$ cat config.mk
export PLATFORM = sky130hd
export DESIGN_NAME = searchable_deque
export DESIGN_NICKNAME = d
export VERILOG_FILES = /design/src/sv/sdq_pkg.sv /design/src/sv/sdq_seq.sv /design/src/sv/sdq_dp.sv /design/src/sv/searchable_deque.sv
export SDC_FILE = /design/constraint.sdc
export NUM_CORES = 1
export LEC_CHECK = 0
export BUFFER_PORTS_ARGS = -buffer_cell sky130_fd_sc_hd__buf_4
export CAP_MARGIN = 20
export CORE_ASPECT_RATIO = 0.9
export CORE_MARGIN = 4
export CORE_UTILIZATION = 40
export CTS_CLUSTER_SIZE = 28
export DETAILED_ROUTE_END_ITERATION = 10
export HOLD_SLACK_MARGIN = 0.05
export SYNTH_ARGS = -nofsm -noshare
export SYNTH_HDL_FRONTEND = slang
export SYNTH_SLANG_ARGS = --single-unit
$ cat constraint.sdc
create_clock -name clk -period 4.3 [get_ports clk]
set_input_delay 0.86 -clock clk [delete_from_list [all_inputs] [get_ports clk]]
set_output_delay 0.86 -clock clk [all_outputs]
set_load 0.01 [all_outputs]
$ cat src/sv/sdq_pkg.sv
// Shared types, codes and the control store for the searchable deque.
`default_nettype none

package sdq_pkg;

  // Action codes carried by the action field
  localparam logic [2:0] ACT_PUSH_BACK  = 3'd0;
  localparam logic [2:0] ACT_PUSH_FRONT = 3'd1;
  localparam logic [2:0] ACT_POP_BACK   = 3'd2;
  localparam logic [2:0] ACT_POP_FRONT  = 3'd3;
  localparam logic [2:0] ACT_CLEAR      = 3'd4;
  localparam logic [2:0] ACT_CONTAINS   = 3'd5;
  localparam logic [2:0] ACT_READ_AT    = 3'd6;
  localparam logic [2:0] ACT_LENGTH     = 3'd7;

  // Status codes
  localparam logic [1:0] ST_OK   = 2'd0;
  localparam logic [1:0] ST_FULL = 2'd1;
  localparam logic [1:0] ST_OOR  = 2'd2;

  localparam int UPC_W = 4;

  // Datapath commands, one per control word
  typedef enum logic [3:0] {
    CMD_NOP        = 4'd0,
    CMD_PUSH_BACK  = 4'd1,
    CMD_PUSH_FRONT = 4'd2,
    CMD_POP_BACK   = 4'd3,
    CMD_POP_FRONT  = 4'd4,
    CMD_CLEAR      = 4'd5,
    CMD_SCAN_INIT  = 4'd6,
    CMD_SCAN_READ  = 4'd7,
    CMD_SCAN_CMP   = 4'd8,
    CMD_READ_ISSUE = 4'd9,
    CMD_LOAD_RD    = 4'd10,
    CMD_SET_FULL   = 4'd11,
    CMD_SET_OOR    = 4'd12
  } sdq_cmd_t;

  // Sequencing modes
  typedef enum logic [1:0] {
    SQ_NEXT   = 2'd0,
    SQ_BRANCH = 2'd1,
    SQ_DONE   = 2'd2
  } sdq_seq_t;

  // Branch conditions
  typedef enum logic [1:0] {
    CND_FULL     = 2'd0,
    CND_SCAN_END = 2'd1,
    CND_MISS     = 2'd2,
    CND_POS_OOR  = 2'd3
  } sdq_cond_t;

  typedef struct packed {
    sdq_cmd_t           cmd;
    sdq_seq_t           seq;
    sdq_cond_t          cond;
    logic [UPC_W-1:0]   target;
  } sdq_uword_t;

  // Status flags from datapath to sequencer
  typedef struct packed {
    logic full;
    logic scan_end;
    logic hit;
    logic pos_oor;
  } sdq_flags_t;

  // Control from sequencer to datapath
  typedef struct packed {
    logic     start;
    logic     exec;
    logic     done;
    sdq_cmd_t cmd;
  } sdq_ctl_t;

  // Result fields (next values) from the datapath
  typedef struct packed {
    logic signed [31:0] rd;
    logic               found;
    logic [1:0]         status;
  } sdq_res_t;

  // Control store addresses
  localparam logic [UPC_W-1:0] U_PB_CHK   = 4'd0;
  localparam logic [UPC_W-1:0] U_PB       = 4'd1;
  localparam logic [UPC_W-1:0] U_PF_CHK   = 4'd2;
  localparam logic [UPC_W-1:0] U_PF       = 4'd3;
  localparam logic [UPC_W-1:0] U_FULL     = 4'd4;
  localparam logic [UPC_W-1:0] U_POPB     = 4'd5;
  localparam logic [UPC_W-1:0] U_POPF     = 4'd6;
  localparam logic [UPC_W-1:0] U_CLR      = 4'd7;
  localparam logic [UPC_W-1:0] U_LEN      = 4'd8;
  localparam logic [UPC_W-1:0] U_SCAN0    = 4'd9;
  localparam logic [UPC_W-1:0] U_SCAN_RD  = 4'd10;
  localparam logic [UPC_W-1:0] U_SCAN_CMP = 4'd11;
  localparam logic [UPC_W-1:0] U_SCAN_HIT = 4'd12;
  localparam logic [UPC_W-1:0] U_RD       = 4'd13;
  localparam logic [UPC_W-1:0] U_RD_LD    = 4'd14;
  localparam logic [UPC_W-1:0] U_OOR      = 4'd15;

  // Control store
  function automatic sdq_uword_t sdq_ucode(input logic [UPC_W-1:0] addr);
    sdq_uword_t w;
    w = '{cmd: CMD_NOP, seq: SQ_DONE, cond: CND_FULL, target: U_LEN};
    case (addr)
      U_PB_CHK:   w = '{cmd: CMD_NOP,        seq: SQ_BRANCH, cond: CND_FULL,     target: U_FULL};
      U_PB:       w = '{cmd: CMD_PUSH_BACK,  seq: SQ_DONE,   cond: CND_FULL,     target: U_LEN};
      U_PF_CHK:   w = '{cmd: CMD_NOP,        seq: SQ_BRANCH, cond: CND_FULL,     target: U_FULL};
      U_PF:       w = '{cmd: CMD_PUSH_FRONT, seq: SQ_DONE,   cond: CND_FULL,     target: U_LEN};
      U_FULL:     w = '{cmd: CMD_SET_FULL,   seq: SQ_DONE,   cond: CND_FULL,     target: U_LEN};
      U_POPB:     w = '{cmd: CMD_POP_BACK,   seq: SQ_DONE,   cond: CND_FULL,     target: U_LEN};
      U_POPF:     w = '{cmd: CMD_POP_FRONT,  seq: SQ_DONE,   cond: CND_FULL,     target: U_LEN};
      U_CLR:      w = '{cmd: CMD_CLEAR,      seq: SQ_DONE,   cond: CND_FULL,     target: U_LEN};
      U_LEN:      w = '{cmd: CMD_NOP,        seq: SQ_DONE,   cond: CND_FULL,     target: U_LEN};
      U_SCAN0:    w = '{cmd: CMD_SCAN_INIT,  seq: SQ_NEXT,   cond: CND_FULL,     target: U_LEN};
      U_SCAN_RD:  w = '{cmd: CMD_SCAN_READ,  seq: SQ_BRANCH, cond: CND_SCAN_END, target: U_LEN};
      U_SCAN_CMP: w = '{cmd: CMD_SCAN_CMP,   seq: SQ_BRANCH, cond: CND_MISS,
                        target: U_SCAN_RD};
      U_SCAN_HIT: w = '{cmd: CMD_NOP,        seq: SQ_DONE,   cond: CND_FULL,     target: U_LEN};
      U_RD:       w = '{cmd: CMD_READ_ISSUE, seq: SQ_BRANCH, cond: CND_POS_OOR,  target: U_OOR};
      U_RD_LD:    w = '{cmd: CMD_LOAD_RD,    seq: SQ_DONE,   cond: CND_FULL,     target: U_LEN};
      U_OOR:      w = '{cmd: CMD_SET_OOR,    seq: SQ_DONE,   cond: CND_FULL,     target: U_LEN};
      default:    w = '{cmd: CMD_NOP,        seq: SQ_DONE,   cond: CND_FULL,     target: U_LEN};
    endcase
    return w;
  endfunction

  // Entry point of each action's routine
  function automatic logic [UPC_W-1:0] sdq_entry(input logic [2:0] act);
    logic [UPC_W-1:0] a;
    a = U_LEN;
    case (act)
      ACT_PUSH_BACK:  a = U_PB_CHK;
      ACT_PUSH_FRONT: a = U_PF_CHK;
      ACT_POP_BACK:   a = U_POPB;
      ACT_POP_FRONT:  a = U_POPF;
      ACT_CLEAR:      a = U_CLR;
      ACT_CONTAINS:   a = U_SCAN0;
      ACT_READ_AT:    a = U_RD;
      ACT_LENGTH:     a = U_LEN;
      default:        a = U_LEN;
    endcase
    return a;
  endfunction

endpackage

`default_nettype wire

$ cat src/sv/sdq_seq.sv
// Microcode sequencer: step counter, control store lookup and branching.
`default_nettype none

module sdq_seq
  import sdq_pkg::*;
(
  input  wire logic       clk,
  input  wire logic       rst,
  input  wire logic       in_valid,
  input  wire logic [2:0] action,
  output logic            in_stall,
  input  wire sdq_flags_t flags,
  input  wire logic       out_blocked,
  output sdq_ctl_t        ctl
);

  typedef enum logic [1:0] {
    S_IDLE = 2'b01,
    S_RUN  = 2'b10
  } state_t;

  state_t           state;
  logic [UPC_W-1:0] upc;
  sdq_uword_t       word;
  logic             cond_true;
  logic             hold;
  logic             start;
  logic             exec;

  assign word     = sdq_ucode(upc);
  assign in_stall = (state != S_IDLE);
  assign start    = in_valid && (state == S_IDLE);
  // last step waits while the output register is still occupied
  assign hold     = (word.seq == SQ_DONE) && out_blocked;
  assign exec     = (state == S_RUN) && !hold;

  // condition select
  always_comb begin
    case (word.cond)
      CND_FULL:     cond_true = flags.full;
      CND_SCAN_END: cond_true = flags.scan_end;
      CND_MISS:     cond_true = !flags.hit;
      CND_POS_OOR:  cond_true = flags.pos_oor;
      default:      cond_true = 1'b0;
    endcase
  end

  assign ctl.start = start;
  assign ctl.exec  = exec;
  assign ctl.done  = exec && (word.seq == SQ_DONE);
  assign ctl.cmd   = word.cmd;

  // step counter and run state
  always_ff @(posedge clk) begin
    if (rst) begin
      state <= S_IDLE;
      upc   <= U_LEN;
    end else if (start) begin
      state <= S_RUN;
      upc   <= sdq_entry(action);
    end else if (exec) begin
      case (word.seq)
        SQ_NEXT:   upc <= upc + 1'b1;
        SQ_BRANCH: upc <= cond_true ? word.target : upc + 1'b1;
        SQ_DONE:   state <= S_IDLE;
        default:   state <= S_IDLE;
      endcase
    end
  end

endmodule

`default_nettype wire

$ cat src/sv/sdq_dp.sv
// Datapath: ring store, head and count, scan index and working result registers.
`default_nettype none

module sdq_dp
  import sdq_pkg::*;
#(
  parameter int DEPTH = 16
) (
  input  wire logic                        clk,
  input  wire logic                        rst,
  input  wire sdq_ctl_t                    ctl,
  input  wire logic signed [31:0]          value,
  input  wire logic [7:0]                  position,
  output sdq_flags_t                       flags,
  output sdq_res_t                         res,
  output logic [$clog2(DEPTH+1)-1:0]       length_next
);

  localparam int IW = $clog2(DEPTH);
  localparam int LW = $clog2(DEPTH+1);
  localparam int OW = (LW > 8) ? LW : 8;
  localparam int SW = OW + 1;

  logic signed [31:0] mem [DEPTH];
  logic signed [31:0] rdata;
  logic signed [31:0] value_r;
  logic [7:0]         pos_r;
  logic [IW-1:0]      head, head_next;
  logic [LW-1:0]      count, count_next;
  logic [LW-1:0]      idx, idx_next;
  logic signed [31:0] rd_w, rd_next;
  logic               found_w, found_next;
  logic [1:0]         status_w, status_next;
  logic               we;
  logic [IW-1:0]      waddr, raddr;
  logic [IW-1:0]      head_dec, head_inc;

  // ring slot of base plus offset, offset below DEPTH when used
  function automatic logic [IW-1:0] wrap(input logic [IW-1:0] base,
                                         input logic [OW-1:0] off);
    logic [SW-1:0] s;
    s = SW'(base) + SW'(off);
    if (s >= SW'(DEPTH)) s = s - SW'(DEPTH);
    return s[IW-1:0];
  endfunction

  assign head_dec = (head == '0) ? IW'(DEPTH - 1) : head - 1'b1;
  assign head_inc = (head == IW'(DEPTH - 1)) ? '0 : head + 1'b1;

  // flags for the sequencer
  assign flags.full     = (count == LW'(DEPTH));
  assign flags.scan_end = (idx >= count);
  assign flags.hit      = (rdata == value_r);
  assign flags.pos_oor  = (OW'(pos_r) >= OW'(count));

  // next values per command
  always_comb begin
    head_next   = head;
    count_next  = count;
    idx_next    = idx;
    rd_next     = rd_w;
    found_next  = found_w;
    status_next = status_w;
    we          = 1'b0;
    waddr       = wrap(head, OW'(count));
    raddr       = wrap(head, OW'(idx));
    case (ctl.cmd)
      CMD_PUSH_BACK: begin
        we         = 1'b1;
        count_next = count + 1'b1;
      end
      CMD_PUSH_FRONT: begin
        we         = 1'b1;
        waddr      = head_dec;
        head_next  = head_dec;
        count_next = count + 1'b1;
      end
      CMD_POP_BACK: begin
        if (count != '0) count_next = count - 1'b1;
      end
      CMD_POP_FRONT: begin
        if (count != '0) begin
          head_next  = head_inc;
          count_next = count - 1'b1;
        end
      end
      CMD_CLEAR: begin
        head_next  = '0;
        count_next = '0;
      end
      CMD_SCAN_INIT: begin
        idx_next   = '0;
        found_next = 1'b0;
      end
      CMD_SCAN_READ: begin
      end
      CMD_SCAN_CMP: begin
        found_next = flags.hit;
        idx_next   = idx + 1'b1;
      end
      CMD_READ_ISSUE: begin
        raddr = wrap(head, OW'(pos_r));
      end
      CMD_LOAD_RD: begin
        rd_next = rdata;
      end
      CMD_SET_FULL: begin
        status_next = ST_FULL;
      end
      CMD_SET_OOR: begin
        rd_next     = -32'sd1;
        status_next = ST_OOR;
      end
      default: begin
      end
    endcase
  end

  assign res.rd      = rd_next;
  assign res.found   = found_next;
  assign res.status  = status_next;
  assign length_next = count_next;

  // store: one write port, one registered read port
  always_ff @(posedge clk) begin
    if (ctl.exec && we) mem[waddr] <= value_r;
  end

  // read data holds while a step waits on the output register
  always_ff @(posedge clk) begin
    if (ctl.exec) rdata <= mem[raddr];
  end

  // ring pointers
  always_ff @(posedge clk) begin
    if (rst) begin
      head  <= '0;
      count <= '0;
    end else if (ctl.exec) begin
      head  <= head_next;
      count <= count_next;
    end
  end

  // per-transaction operands and working results
  always_ff @(posedge clk) begin
    if (ctl.start) begin
      value_r  <= value;
      pos_r    <= position;
      idx      <= '0;
      rd_w     <= '0;
      found_w  <= 1'b0;
      status_w <= ST_OK;
    end else if (ctl.exec) begin
      idx      <= idx_next;
      rd_w     <= rd_next;
      found_w  <= found_next;
      status_w <= status_next;
    end
  end

`ifndef NO_ASSERTIONS
  a_count_bound: assert property (@(posedge clk) disable iff (rst)
    count <= LW'(DEPTH))
    else $error("count exceeds depth");

  a_push_not_full: assert property (@(posedge clk) disable iff (rst)
    ctl.exec && (ctl.cmd == CMD_PUSH_BACK || ctl.cmd == CMD_PUSH_FRONT)
      |=> count == $past(count) + 1'b1)
    else $error("push did not grow the store");

  a_head_range: assert property (@(posedge clk) disable iff (rst)
    head <= IW'(DEPTH - 1))
    else $error("head outside the ring");
`endif

endmodule

`default_nettype wire

$ cat src/sv/searchable_deque.sv
// Searchable deque top level: sequencer, datapath and output register.
// Contains walks the stored values through the store's registered read port,
// one entry per two microcode steps.
// One transaction is in work at a time; the next is accepted the cycle after the
// last step, even while the previous result still waits in the output register.
// Reset (rst, synchronous) empties the deque; stored values are not cleared.
`default_nettype none

module searchable_deque
  import sdq_pkg::*;
#(
  parameter int DEPTH = 16
) (
  input  wire logic                        clk,
  input  wire logic                        rst,
  input  wire logic                        in_valid,
  output logic                             in_stall,
  input  wire logic [2:0]                  action,
  input  wire logic signed [31:0]          value,
  input  wire logic [7:0]                  position,
  output logic                             out_valid,
  input  wire logic                        out_stall,
  output logic signed [31:0]               read_value,
  output logic                             found,
  output logic [$clog2(DEPTH+1)-1:0]       length,
  output logic [1:0]                       status
);

  localparam int LW = $clog2(DEPTH+1);

  sdq_ctl_t     ctl;
  sdq_flags_t   flags;
  sdq_res_t     res;
  logic [LW-1:0] length_next;
  logic         out_blocked;

  assign out_blocked = out_valid && out_stall;

  sdq_seq u_seq (
    .clk         (clk),
    .rst         (rst),
    .in_valid    (in_valid),
    .action      (action),
    .in_stall    (in_stall),
    .flags       (flags),
    .out_blocked (out_blocked),
    .ctl         (ctl)
  );

  sdq_dp #(.DEPTH(DEPTH)) u_dp (
    .clk         (clk),
    .rst         (rst),
    .ctl         (ctl),
    .value       (value),
    .position    (position),
    .flags       (flags),
    .res         (res),
    .length_next (length_next)
  );

  // output register
  always_ff @(posedge clk) begin
    if (rst) begin
      out_valid <= 1'b0;
    end else if (ctl.done) begin
      out_valid <= 1'b1;
    end else if (!out_stall) begin
      out_valid <= 1'b0;
    end
  end

  always_ff @(posedge clk) begin
    if (ctl.done) begin
      read_value <= res.rd;
      found      <= res.found;
      length     <= length_next;
      status     <= res.status;
    end
  end

`ifndef NO_ASSERTIONS
  a_no_overwrite: assert property (@(posedge clk) disable iff (rst)
    ctl.done |-> !(out_valid && out_stall))
    else $error("result overwritten while held");

  a_full_length: assert property (@(posedge clk) disable iff (rst)
    out_valid && status == ST_FULL |-> length == LW'(DEPTH))
    else $error("full status with room left");

  a_oor_value: assert property (@(posedge clk) disable iff (rst)
    out_valid && status == ST_OOR |-> read_value == -32'sd1 && !found)
    else $error("out of range read with bad value");
`endif

endmodule

`default_nettype wire
==> results of run 1 <==
-- routing by layer --
layer	vias to the layer above	track usage [%]
met1	7821	27.0
met5	-	0
met4	0	4.47
met2	545	28.6
met3	90	3.93
li1	6627	-
-- power by group --
group / internal (W) / switching (W)
Clock: 0.00367 / 0.00261
Combinational: 0.000419 / 0.000630
Sequential: 0.00747 / 0.000139
Total: 0.0116 / 0.00338
-- kinds of logic after synthesis --
family	after synthesis	synth area share, %
buffers and inverters	105	1.54
flip-flops	691	73.2
XOR/XNOR	48	1.53
AO/OA/AOI/OAI	188	4.38
AND/OR/NAND/NOR	423	6.86
multiplexers	142	11.0
adder cells (fa/ha/maj)	30	1.42
-- layout by cell type, fill, tap and decap left out, types with 27 or more instances in the layout --
cell type,Yosys,layout
nand3_1,37,37
nor2_1,48,30
ha_1,28,27
buf_4,1,134
a211oi_1,34,34
a31oi_1,36,36
xnor2_1,40,38
edfxtp_1,624,624
a21oi_1,64,64
nand2_1,243,243
mux4_2,128,128
and2_1,33,33
clkbuf_16,0,73
dfxtp_1,67,67
-- per-stage QoR --
stage / area (um^2) / setup slack, ns / hold slack, ns
finish: 32100 / 0.500 / 0.427
global route: 32100 / 0.257 / 0.392
CTS: 32100 / 0.482 / 0.391
detailed placement: 29700 / 0.523 / 0.447
global placement: 29700 / 0.582 / 0.442
floorplan: 27400 / 0.744 / 0.436
-- worst reg2reg max path, delay by kind of cell (launching register included) --
family	cells	cell delay, ns
xor gates and xnor gates	1	0.44
DFF	1	0.64
and+or+nand+nor	4	1.11
adders and majority gates	1	0.26
AOI/OAI and AO/OA	3	0.98
buffers and inverters	1	0.13
muxes	1	0.13
-- Yosys cell counts, types with 10 or more instances --
cell type and n:
edfxtp_1 624, nand2_1 243, mux4_2 128, dfxtp_1 67, a21oi_1 64, clkbuf_1 60
nor2_1 48, xnor2_1 40, nand3_1 37, a31oi_1 36, a211oi_1 34, and2_1 33
ha_1 28, o21ai_0 20, inv_1 19, nor3_1 15, nand4_1 13, buf_2 12
mux2i_1 10
-- area by class of cell --
type                            instances  area, um^2  area share [%]
Clock inverter                         45         485            1.51
Clock buffer                           84        1900            5.92
Multi-Input combinational cell        831        7110            22.2
Timing Repair Buffer                  150        1330            4.13
Inverter                               23        91.3           0.285
Sequential cell                       691       20100            62.6
Tap cell                              874        1090            3.41
-- state kept, by name, summed over array words and instances (netlist names), 8 cells and up --
name          flops
read_value       32
u_dp.mem        512
u_dp.pos_r        8
u_dp.rd_w        32
u_dp.rdata       32
u_dp.value_r     32
u_seq.word       11
-- final timing paths --
path,startpoint,to,slack (ns),depth (start not counted)
worst max-delay path,u_dp.value_r[9],u_seq.word[11],0.50,11
worst min-delay path,value[15],u_dp.value_r[15],0.43,1
worst max register to register,u_dp.value_r[9],u_seq.word[11],0.50,11
worst min register to register,u_dp.rd_w[12],u_dp.rd_w[12],0.45,2
==> metrics.txt, run 1 <==
CTS H-tree lvls 3; CP Cell Sequence xnor2_1, nand4_1, nor4_1, nand2_1, a31oi_4, mux2i_1, o31ai_2, inv_1, ha_1, and3_1, a211o_1; RSZ-0062 raised after global routing no; Final setup viols 0; Post-CTS Repair Setup Buffers 0; Final Critical Period between 3 and 4 ns; crit path DAT ~4.3 ns; gr ovfl total 0; Worst Skew between 0.015 and 0.02 ns; worst path required time ~4.8 ns; number of max-cap violations 0; half-perimeter wire length after placement roughly 40,000 um; Placer Congestion ~0.78; row count 90; DRT met1 WL 29,900 um; antenna-violating nets left 0; Slew @ Worst Pin between 0.9 and 1 ns; post-synth top area share roughly two thirds; area leader, netlist edfxtp_1; # IOs 89; vias in the first global route between 15,000 and 20,000; post-synth cell types 60; worst rel slew slack between 30% and 40%; initial drt markers 1,518; CTS Buffer Depth 3; Finished Layout Cells approximately 2,700; Post-Route Utilization 47.6%; top post-synthesis cells by area edfxtp_1 (68%), mux4_2 (11%), dfxtp_1 (4.9%); Ant. Diodes 0; Reg clk slew, reported paths around 0.06 ns; cell family contributing the most delay on the critical path simple AND/OR/NAND/NOR gates; pin count of the biggest net entering global routing 65; hold_buf cts 0; met2 wire len 30,700 um; Sink Count 691; setup TNS 0 ns; CP Class register to register; max incr delay on CP between 0.6 and 0.7 ns; share of flip-flops with an asynchronous set or reset 0%; DR top layer met4; die height around 260 um; Startpoint Class register; Final Max Slew Viols 0; YS warnings 0; cell area after synthesis 0.0274 mm^2; DR pass1 iterations 8; cell count after synthesis 1,627; port bufs 88; post_cts resized 0; die area ~0.073 mm^2; VDD IR max roughly 0.00032 V; period utilization between 80% and 90%; Routed WL around 67,000 um; Synth Flop Type edfxtp_1; Initial Util between 40% and 50%; total power around 0.015 W; Routed WL per cell 24.8 um; Mean Syn Cell Area roughly 17 um^2; crit path max fanout 17; core area 0.0675 mm^2; Pwr Density between 400 and 500 mW/mm^2; Worst Setup End Kind register; Via Count roughly 15,000; outcome finished, final reports clean; Residual DRC 0; fillers 5,624; vias per inst 5.59; CTS tree built; worst hold path class input pin to register; Lkg Pwr between 10 and 15 nW; share of post-route cells with drive strength above 1 23.9%; FF+latch count, synth 691; Area Overhead vs Synth 17.0%; initial antenna violation count 2; gr usage total approximately 18%; sequential element share of the synthesized area between 70 and 80%; fmax 263 MHz; Post-synth EDFFs 624; first-pass GRT wire length 100,000 um; syn_nets about 1,700; Clock Latency Late Sink about 0.6 ns; root buf cell clkbuf_16; crit path buf inv count 1; CTS Buf Count 71; Final Hold Viols 0; slowest cell on the critical path edfxtp_1; met3 wire length around 5000 um; dpl cells ~2,600; final net count between 1,500 and 2,000; Die W approximately 280 um
Power figures use the tool's default switching activity.
==> run 2: changes to the inputs <==
--- a/config.mk
+++ b/config.mk
@@ -8,11 +8,12 @@
 export BUFFER_PORTS_ARGS = -buffer_cell sky130_fd_sc_hd__buf_4
 export CAP_MARGIN = 20
 export CORE_ASPECT_RATIO = 0.9
-export CORE_MARGIN = 4
+export CORE_MARGIN = 5
 export CORE_UTILIZATION = 40
 export CTS_CLUSTER_SIZE = 28
 export DETAILED_ROUTE_END_ITERATION = 10
 export HOLD_SLACK_MARGIN = 0.05
+export SKIP_CTS_REPAIR_TIMING = 1
 export SYNTH_ARGS = -nofsm -noshare
 export SYNTH_HDL_FRONTEND = slang
 export SYNTH_SLANG_ARGS = --single-unit
==> metrics.txt, run 2 (same netlist as run 1, synthesis figures left out) <==
Die W 286 um (+0.70%); Final setup viols 0 (unchanged); met1 Track Usage GR 26.0% (-0.97 points); Reg clk slew, reported paths 0.06 ns (about the same); max FFs per register 512 (unchanged); outcome finished, final reports clean; Finished Layout Cells 2,691 (-0.26%); Residual DRC 0 (unchanged); total power 0.0145 W (-2.7%); fmax 267 MHz (+1.4%); Clock Latency Late Sink 0.61 ns (about the same); final net count 1,833 (-0.65%); Via Count 15,091 (+0.053%); number of max-cap violations 0 (unchanged); Final Critical Period 3.75 ns (-0.0510 ns); CP Class register to register; crit path max fanout 17 (unchanged); setup TNS 0 ns (unchanged); Worst Skew 0.0201 ns (+0.00144 ns); M2 GR Usage 28.7% (+0.13 points); die height 258 um (+0.78%); largest reg by FF count u_dp.mem; pin count of the biggest net entering global routing 51 (-22%); CTS Buf Count 70 (-1.4%); worst hold path class input pin to register; first-pass GRT wire length 99,600 um (-0.46%); Final Max Slew Viols 0 (unchanged); DR pass1 iterations 7 (-1); CTS Buffer Depth 3 (unchanged); # IOs 89 (unchanged); vias in the first global route 15,348 (-0.15%); share of post-route cells with drive strength above 1 22.5% (-1.4 points); CTS tree built; half-perimeter wire length after placement 38,400 um (-2.1%); period utilization 87.2% (-1.2 points); Most Crowded Layer GR met2; Routed WL per cell 25.1 um (+1.3%); gr usage total 18.1% (-0.35 points); Startpoint Class register; root buf cell clkbuf_16; Sink Count 691 (unchanged); gr ovfl total 0 (unchanged); reg2reg setup slack 0.55 ns (+0.05 ns); met3 Usage GRT 3.58% (-0.35 points); worst rel slew slack 35.6% (-1.6 points); RSZ-0062 raised after global routing no; Placer Congestion 0.797 (+2.7%); most common cell after layout, fill and taps aside edfxtp_1; worst path required time 4.78 ns (about the same); Lkg Pwr 10.3 nW (-1.4%); Final Hold Viols 0 (unchanged); Ant. Diodes 0 (unchanged); Slew @ Worst Pin 0.964 ns (+0.0238 ns); row count 91 (+1.1%); commonest non-fill, non-tap cells in the layout edfxtp_1 (624), nand2_1 (243), mux4_2 (128); port bufs 88 (unchanged); initial drt markers 1,436 (-5.4%); die area 0.0739 mm^2 (+1.5%); Routed WL 67,600 um (+1.0%); vias per inst 5.61 (+0.31%); Pwr Density 457 mW/mm^2 (-1.9%); CTS H-tree lvls 3 (unchanged); initial antenna violation count 1 (-1); antenna-violating nets left 0 (unchanged); VDD IR max 0.000239 V (-24%); Area Overhead vs Synth 16.0%; Worst Setup End Kind register; Initial Util 40.2% (-0.45 points); crit path DAT 4.23 ns (-0.06 ns); core area 0.0682 mm^2 (+1.1%); dpl cells 2,567 (-0.078%)
==> run 2: cell types whose count changed in the layout (fill, tap and decap cells not counted), sizes merged <==
| cell | before | now |
|---|---|---|
| clkinvlp | 7 | 1 |
| buf | 150 | 139 |
| inv | 29 | 25 |
| bufinv | 8 | 6 |
| clkbuf | 84 | 85 |
| clkinv | 24 | 30 |
==> run 2: worst paths after layout <==
path | from | end | depth (start not counted)
worst max register to register | u_dp.value_r[25] | u_seq.word[10] | 12
worst max-delay path | u_dp.value_r[25] | u_seq.word[10] | 12
worst min-delay path | value[8] | u_dp.value_r[8] | 1
worst min register to register | u_dp.rd_w[16] | u_dp.rd_w[16] | 2
==> run 2: metrics by stage <==
step	cell area, um^2	setup WS, ns	util, %	hold slack [ns]
after global placement	29600	0.690	43.5	0.442
after CTS	31800	0.605	46.7	0.391
after detailed placement	29600	0.637	43.5	0.447
final	31800	0.551	46.7	0.424
after global routing	31800	0.330	46.7	0.392
after floorplan	27400	0.744	-	0.436
==> run 2: per-layer routing <==
metal	share of wire (%)	wire, um	vias to the layer above
li1	-	-	6590
met5	0	0	-
met3	6.8	4600	99
met1	44	29600	7843
met2	47	32100	559
met4	2.0	1330	0
==> run 2: layout make-up <==
cell class / instances / area [um^2]
sequential: 691 / 20100
clock inverter: 39 / 355
timing repair buffer: 139 / 1260
tap: 883 / 1100
inverter: 23 / 91.3
fill: 5774 / 36400
clock buffer: 85 / 1820
multi-input combinational: 831 / 7110
==> run 2: where the power goes <==
group	leakage, nW	internal (W)	switching, W
sequential	6.23	0.00747	0.000149
combinational	2.97	0.000411	0.000625
clock	1.07	0.00338	0.00250
total	10.3	0.0113	0.00328
==> run 2: critical path, stage by stage, from the launching register on <==
cell	delay (ns)
edfxtp_1	0.63
xnor2_1	0.49
nand4_1	0.21
nor4_1	0.41
nand2_1	0.28
a31oi_4	0.33
mux2i_1	0.11
a21oi_1	0.19
nor2b_1	0.32
inv_1	0.11
ha_1	0.30
mux2i_1	0.14
o2bb2ai_1	0.09
